File: src/hdl/kmd_pkg.sv
// ----------------------------------------------------------------------------
// kmd_pkg
// shared constants and codes for the key matrix debouncer
// ----------------------------------------------------------------------------
`default_nettype none

package kmd_pkg;

  localparam int unsigned DEF_ROWS = 8;
  localparam int unsigned DEF_COLS = 8;

  localparam int unsigned CFG_IDX_W  = 4;
  localparam int unsigned CFG_DATA_W = 16;
  localparam int unsigned POS_W      = 3;
  localparam int unsigned TIME_W     = 32;

  localparam logic [15:0] DEBOUNCE_RST = 16'd10;

  typedef enum logic [CFG_IDX_W-1:0] {
    CFG_DEBOUNCE = 4'd0,
    CFG_ROTATION = 4'd1,
    CFG_INV_VERT = 4'd2,
    CFG_INV_HORZ = 4'd3
  } cfg_idx_t;

  typedef enum logic [1:0] {
    ROT_0   = 2'd0,
    ROT_90  = 2'd1,
    ROT_180 = 2'd2,
    ROT_270 = 2'd3
  } rot_t;

endpackage

`default_nettype wire

File: src/hdl/key_matrix_debouncer.sv
// ----------------------------------------------------------------------------
// key_matrix_debouncer: per-key timestamp debounce with rotate and flip map
// a result passes through the input stage and then the result register to out_valid
// throughput: one item per cycle unless a stalled result holds the result register and the input stage
// reset: sync active-low rst_n clears all key levels, pending flags and valid flags, and resets the config regs
// ----------------------------------------------------------------------------
`default_nettype none

module key_matrix_debouncer #(
  parameter int unsigned ROWS = kmd_pkg::DEF_ROWS,
  parameter int unsigned COLS = kmd_pkg::DEF_COLS
) (
  input  logic                             clk,
  input  logic                             rst_n,
  // sampled keys
  input  logic                             in_valid,
  output logic                             in_ready,
  input  logic [kmd_pkg::POS_W-1:0]        in_row,
  input  logic [kmd_pkg::POS_W-1:0]        in_col,
  input  logic                             in_raw_pressed,
  input  logic [kmd_pkg::TIME_W-1:0]       in_now_ms,
  // settled key events
  output logic                             out_valid,
  input  logic                             out_ready,
  output logic [kmd_pkg::POS_W-1:0]        out_row,
  output logic [kmd_pkg::POS_W-1:0]        out_col,
  output logic                             out_pressed,
  // register writes
  input  logic                             cfg_valid,
  output logic                             cfg_ready,
  input  logic [kmd_pkg::CFG_IDX_W-1:0]    cfg_index,
  input  logic [kmd_pkg::CFG_DATA_W-1:0]   cfg_wdata
);

  localparam int unsigned KEYS   = ROWS * COLS;
  localparam int unsigned KW     = (KEYS > 1) ? $clog2(KEYS) : 1;
  localparam bit          SQUARE = (ROWS == COLS);
  localparam logic [5:0]  ROW_MAX = 6'(ROWS - 1);
  localparam logic [5:0]  COL_MAX = 6'(COLS - 1);

  function automatic logic [KW-1:0] key_of(input logic [kmd_pkg::POS_W-1:0] r,
                                           input logic [kmd_pkg::POS_W-1:0] c);
    key_of = KW'(32'(r) * COLS + 32'(c));
  endfunction

  // configuration
  logic [15:0] deb_r;
  logic [1:0]  rot_r;
  logic        inv_v_r;
  logic        inv_h_r;

  // input stage
  logic                       s1_valid_r;
  logic [kmd_pkg::POS_W-1:0]  s1_row_r;
  logic [kmd_pkg::POS_W-1:0]  s1_col_r;
  logic                       s1_raw_r;
  logic [kmd_pkg::TIME_W-1:0] s1_now_r;
  logic [kmd_pkg::TIME_W-1:0] s1_stamp_r;

  // per-key state
  logic [KEYS-1:0]            level_r;
  logic [KEYS-1:0]            pend_r;
  logic [kmd_pkg::TIME_W-1:0] stamp_mem [KEYS];

  // result register
  logic                       out_valid_r;
  logic [kmd_pkg::POS_W-1:0]  out_row_r;
  logic [kmd_pkg::POS_W-1:0]  out_col_r;
  logic                       out_pressed_r;

  logic                       in_fire;
  logic                       s1_adv;
  logic [KW-1:0]              in_key;
  logic [KW-1:0]              s1_key;
  logic                       s1_in_range;
  logic                       cur_level;
  logic                       cur_pend;
  logic                       changed;
  logic                       pend_any;
  logic [kmd_pkg::TIME_W-1:0] stamp_eff;
  logic [kmd_pkg::TIME_W-1:0] age;
  logic                       settled;
  logic                       stamp_wr;
  logic                       pend_nxt;
  logic                       out_valid_nxt;
  kmd_pkg::rot_t              rot_eff;
  logic [5:0]                 map_a;
  logic [5:0]                 map_b;
  logic [5:0]                 row6;
  logic [5:0]                 col6;

  assign cfg_ready = 1'b1;

  always_ff @(posedge clk) begin
    if (!rst_n) begin
      deb_r   <= kmd_pkg::DEBOUNCE_RST;
      rot_r   <= kmd_pkg::ROT_0;
      inv_v_r <= 1'b0;
      inv_h_r <= 1'b0;
    end else if (cfg_valid) begin
      unique case (kmd_pkg::cfg_idx_t'(cfg_index))
        kmd_pkg::CFG_DEBOUNCE: deb_r   <= cfg_wdata;
        kmd_pkg::CFG_ROTATION: rot_r   <= cfg_wdata[1:0];
        kmd_pkg::CFG_INV_VERT: inv_v_r <= cfg_wdata[0];
        kmd_pkg::CFG_INV_HORZ: inv_h_r <= cfg_wdata[0];
        default: ;
      endcase
    end
  end

  // the input stage moves on whenever the result register is free or drained
  assign s1_adv   = s1_valid_r && (!out_valid_r || out_ready);
  assign in_ready = !s1_valid_r || !out_valid_r || out_ready;
  assign in_fire  = in_valid && in_ready;

  assign in_key = key_of(in_row, in_col);
  assign s1_key = key_of(s1_row_r, s1_col_r);

  assign s1_in_range = (32'(s1_row_r) < ROWS) && (32'(s1_col_r) < COLS);

  assign cur_level = level_r[s1_key];
  assign cur_pend  = pend_r[s1_key];
  assign changed   = s1_raw_r != cur_level;
  assign pend_any  = changed || cur_pend;
  assign stamp_eff = changed ? s1_now_r : s1_stamp_r;
  assign age       = s1_now_r - stamp_eff;
  assign settled   = pend_any && (age >= 32'(deb_r));
  assign pend_nxt  = pend_any && !settled;
  assign stamp_wr  = s1_adv && s1_in_range && changed;

  always_ff @(posedge clk) begin
    if (!rst_n) begin
      s1_valid_r <= 1'b0;
    end else if (in_ready) begin
      s1_valid_r <= in_valid;
    end
  end

  always_ff @(posedge clk) begin
    if (in_fire) begin
      s1_row_r <= in_row;
      s1_col_r <= in_col;
      s1_raw_r <= in_raw_pressed;
      s1_now_r <= in_now_ms;
    end
  end

  // stamp store, read registered with bypass of the write in the same cycle
  always_ff @(posedge clk) begin
    if (stamp_wr) begin
      stamp_mem[s1_key] <= s1_now_r;
    end
    if (in_fire) begin
      if (stamp_wr && (s1_key == in_key)) begin
        s1_stamp_r <= s1_now_r;
      end else begin
        s1_stamp_r <= stamp_mem[in_key];
      end
    end
  end

  always_ff @(posedge clk) begin
    if (!rst_n) begin
      level_r <= '0;
      pend_r  <= '0;
    end else if (s1_adv && s1_in_range) begin
      level_r[s1_key] <= s1_raw_r;
      pend_r[s1_key]  <= pend_nxt;
    end
  end

  // position map: rotation only for square matrices, flips after rotation
  assign rot_eff = SQUARE ? kmd_pkg::rot_t'(rot_r) : kmd_pkg::ROT_0;
  assign row6    = 6'(s1_row_r);
  assign col6    = 6'(s1_col_r);

  always_comb begin
    map_a = row6;
    map_b = col6;
    unique case (rot_eff)
      kmd_pkg::ROT_0: begin
        map_a = row6;
        map_b = col6;
      end
      kmd_pkg::ROT_90: begin
        map_a = col6;
        map_b = ROW_MAX - row6;
      end
      kmd_pkg::ROT_180: begin
        map_a = ROW_MAX - row6;
        map_b = COL_MAX - col6;
      end
      kmd_pkg::ROT_270: begin
        map_a = COL_MAX - col6;
        map_b = row6;
      end
    endcase
    if (inv_v_r) begin
      map_a = ROW_MAX - map_a;
    end
    if (inv_h_r) begin
      map_b = COL_MAX - map_b;
    end
  end

  assign out_valid_nxt = s1_adv && s1_in_range && settled;

  always_ff @(posedge clk) begin
    if (!rst_n) begin
      out_valid_r <= 1'b0;
    end else if (!out_valid_r || out_ready) begin
      out_valid_r <= out_valid_nxt;
    end
  end

  always_ff @(posedge clk) begin
    if (s1_adv) begin
      out_row_r     <= map_a[kmd_pkg::POS_W-1:0];
      out_col_r     <= map_b[kmd_pkg::POS_W-1:0];
      out_pressed_r <= s1_raw_r;
    end
  end

  assign out_valid   = out_valid_r;
  assign out_row     = out_row_r;
  assign out_col     = out_col_r;
  assign out_pressed = out_pressed_r;

endmodule

`default_nettype wire

File: config.mk
export PLATFORM = sky130hd
export DESIGN_NAME = key_matrix_debouncer
export DESIGN_NICKNAME = d
export VERILOG_FILES = /design/src/hdl/kmd_pkg.sv /design/src/hdl/key_matrix_debouncer.sv
export SDC_FILE = /design/constraint.sdc
export NUM_CORES = 2
export LEC_CHECK = 0
export BUFFER_PORTS_ARGS = -buffer_cell sky130_fd_sc_hd__buf_4
export CAP_MARGIN = 30
export CELL_PAD_IN_SITES_DETAIL_PLACEMENT = 0
export CELL_PAD_IN_SITES_GLOBAL_PLACEMENT = 1
export CORE_AREA = 2 2 392 394
export CTS_CLUSTER_SIZE = 16
export DETAILED_ROUTE_END_ITERATION = 8
export DIE_AREA = 0 0 394 396
export PLACE_DENSITY = 0.84
export SETUP_SLACK_MARGIN = 0.05
export SYNTH_ARGS = -nofsm -noshare
export SYNTH_HDL_FRONTEND = slang
export SYNTH_SLANG_ARGS = --single-unit
File: constraint.sdc
create_clock -name clk -period 15.8 [get_ports clk]
set_clock_uncertainty 0.05 [all_clocks]
set_input_delay 0.79 -clock clk [delete_from_list [all_inputs] [get_ports clk]]
set_output_delay 0.79 -clock clk [all_outputs]
set_load 0.02 [all_outputs]
==> impl_metrics.ini <==
[outcome]
outcome = complete, no violations

[synth]
synth_common_cells = 2126 x edfxtp_1, 663 x mux4_2, 217 x nand2_1
synth_top_area_share_pct = 70.62
netlist_instances = 4411
synth.top_cells.by_area = edfxtp_1 71%, mux4_2 17%, dfxtp_1 3.3%, nand3_1 1.1%, mux2i_1 1.0%
netlist_area_um2 = 90400
yosys.area.top_type = edfxtp_1
seq_area_frac_synth_pct = 73.94
ys_warn_count = 0
synth_flop_cell = edfxtp_1
synth-edff-count = 2126
syn_nets = 4523
ys_ff_latch = 2276
ys_types = 73
synth-async-reset-ratio_pct = 0
synth.most_common_cell = edfxtp_1
synth_area_per_cell_um2 = 20.49

[sta]
finalMaxSlewViolations = 0
fin_crit_sh_pct = 52.48
setup_ws_ns = 7.508
max_freq_mhz = 120.6
period_minus_slack_ns = 8.292
finalHoldViolCount = 0
slew_headroom_pct = 31.84
tightestPinTransition_ns = 1.019
rsz0062_at_grt = false
setup_viol = 0
fin_tns_setup_ns = 0

[floorplanning]
die_area_um2 = 156000
die_y_um = 396
rows = 143
die_width_um = 394
ios = 74
initial_core_util_pct = 59.65
coreArea_um2 = 151500

[power_and_ir_drop]
p_switching_mw = 2.812
internal_power_mw = 9.837
switching_share_pct = 22.23
vdd_drop_max_v = 0.0001140
power_frac_clock_pct = 41.1
power_density_nw_per_um2 = 125.0
combPwrFrac_pct = 6.5
leakage_nw = 31.75
sequentialPowerShare_pct = 52.4

[layout]
num-nets-final = 4688
final_layout_size_suffix_gt1_share_pct = 29.01
multiInputGateArea_um2 = 22860
fin_util_pct = 66.80
fill_cells = 9205
regArea_um2 = 66840
n_antenna_cell = 0
area_growth_pct = 11.98

[job]
maxCapViolations = 0

[placement]
gp_congestion = 0.8971
hpwl_um = 121800
portBuffers = 72
dp_slack_ns = 6.932

[critical_path]
critical_path.max_fanout = 75
regToRegSetupSlack_ns = 7.51
r2r-end = pend_r[36]
cp-endpoint = pend_r[36]
rr_startpoint = s1_col_r[2]
cp_data_arrival_time_ns = 9.02
startpoint = s1_col_r[2]
reg2regPathDepth = 25
critPathRequiredTime_ns = 16.53
crit_type = flip-flop to flip-flop
setup.worst_path.start_class = flip-flop
worst_setup_path_end_kind = flip-flop

[global_route]
grt_overflow = 0
grt_pass1_wl_um = 357500
grt_pass1_vias = 47575
grt_usage_pct = 32.76
antenna_found_initial = 14
grt_max_degree = 126

[clocking]
postCtsSetupBuffers = 0
htreeDepth = 4
clock_path_buffers = 3
cts_made_buffers = 215
cts_tree = done
post_cts_resized = 0
cts-root-buf = clkbuf_16
worst_skew_pair.late_latency_ns = 0.86
cts_hold_buffers = 0
cts.reportedPaths.clkPinSlew_ns = 0.07
cts.sinks = 2276

[routing]
wl_um = 252800
wl_per_cell_um = 37.23
drc_errors = 0
final_antenna_net_count = 0
drt_iter0_drc = 8220
firstDrtPassIters = 6
viasPerCell = 7.090
num_vias = 48140

[hold_path]
hp-class = input pin to flip-flop
==> power by group through the flow <==
stage          sequential (mW)  clock (mW)  combinational [mW]
3_3_place_gp              6.75           0               0.786
5_1_grt                   6.62        5.42               0.877
6_report                  6.63        5.20               0.827
2_1_floorplan             6.80           0               0.494
4_1_cts                   6.62        5.23               0.812
3_5_place_dp              6.75           0               0.798
==> worst min path at each step <==
stage	from	to	slack [ns]	depth (start not counted)
final	in_now_ms[30]	s1_now_r[30]	0.05	1
after global routing	in_now_ms[3]	s1_now_r[3]	0.03	1
after CTS	in_now_ms[26]	s1_now_r[26]	0.003	1
after detailed placement	level_r[44]	level_r[44]	0.39	2
after global placement	level_r[53]	level_r[53]	0.39	2
after floorplan	level_r[20]	level_r[20]	0.38	2
==> flip-flops by register name, summed over array words and instances (netlist names), 2 cells and up <==
name        count
stamp_mem    2048
level_r        64
pend_r         64
s1_now_r       32
s1_stamp_r     32
deb_r          16
out_col         3
out_row         3
s1_col_r        3
s1_row_r        3
rot_eff         2
==> layer usage <==
layer,GRT usage (%),routed length [um],vias to the layer above
met4,12.34,10380,8
met3,6.740,29570,624
met1,45.15,89280,25113
met5,0,54,-
li1,-,-,18641
met2,52.53,123500,3754
==> worst max-delay path: stages (launching register included) <==
cell,delay (ns)
edfxtp_1,0.33
buf_4,0.51
inv_1,0.43
a221oi_1,0.39
o22ai_1,0.11
a221o_1,0.37
nor4_2,0.59
xor2_4,0.24
buf_12,0.64
mux2i_1,0.27
ha_1,0.34
a21oi_1,0.29
o21ai_0,0.27
a211oi_1,0.46
xnor2_1,0.18
ha_1,0.27
a21o_1,0.18
a21o_1,0.17
a21oi_1,0.22
o221ai_1,0.17
a211oi_1,0.23
nand4_1,0.12
or4_4,0.51
buf_4,0.28
buf_16,0.27
o21ai_2,0.17
==> cells by family (layout without fill, tap and decap cells) <==
| group | after synthesis | count (layout) | synth area share [%] |
|---|---|---|---|
| DFF | 2276 | 2276 | 73.94 |
| muxes | 807 | 807 | 18.19 |
| and+or+nand+nor | 601 | 601 | 2.995 |
| AOI/OAI and AO/OA | 339 | 339 | 2.428 |
| buffers and inverters | 300 | 649 | 1.392 |
| adders and majority gates | 48 | 48 | 0.6727 |
| xor gates and xnor gates | 39 | 39 | 0.3779 |
| other | 1 | 1 | 0.004148 |
==> cell usage in the layout, fill, tap and decap left out, types with 53 or more instances in the layout <==
cell / instances
buf_4: 205
a21oi_1: 125
mux4_2: 663
clkbuf_1: 53
clkbuf_16: 217
o21ai_0: 65
nand2_1: 217
nor2_4: 64
mux2i_1: 90
edfxtp_1: 2126
dfxtp_1: 150
nand3_1: 190
==> metrics by stage <==
stage | instances | hold slack (ns) | cell area (um^2) | total power [mW]
after floorplan | 4411 | 0.3815 | 90400 | 7.290
after global placement | 6382 | 0.3920 | 94040 | 7.539
after detailed placement | 6384 | 0.3937 | 94090 | 7.552
after CTS | 6785 | 0.002885 | 101100 | 12.67
after global routing | 6790 | 0.02895 | 101200 | 12.93
final | 6790 | 0.05479 | 101200 | 12.65
==> cell type report <==
class                           count  area share, %
Sequential cell                  2276          66.03
Clock inverter                    129          1.339
Timing Repair Buffer              221          1.842
Tap cell                         2030          2.509
Clock buffer                      272          5.588
Multi-Input combinational cell   1835          22.59
Inverter                           27         0.1001
No activity file was read; power rests on OpenSTA's default activity.
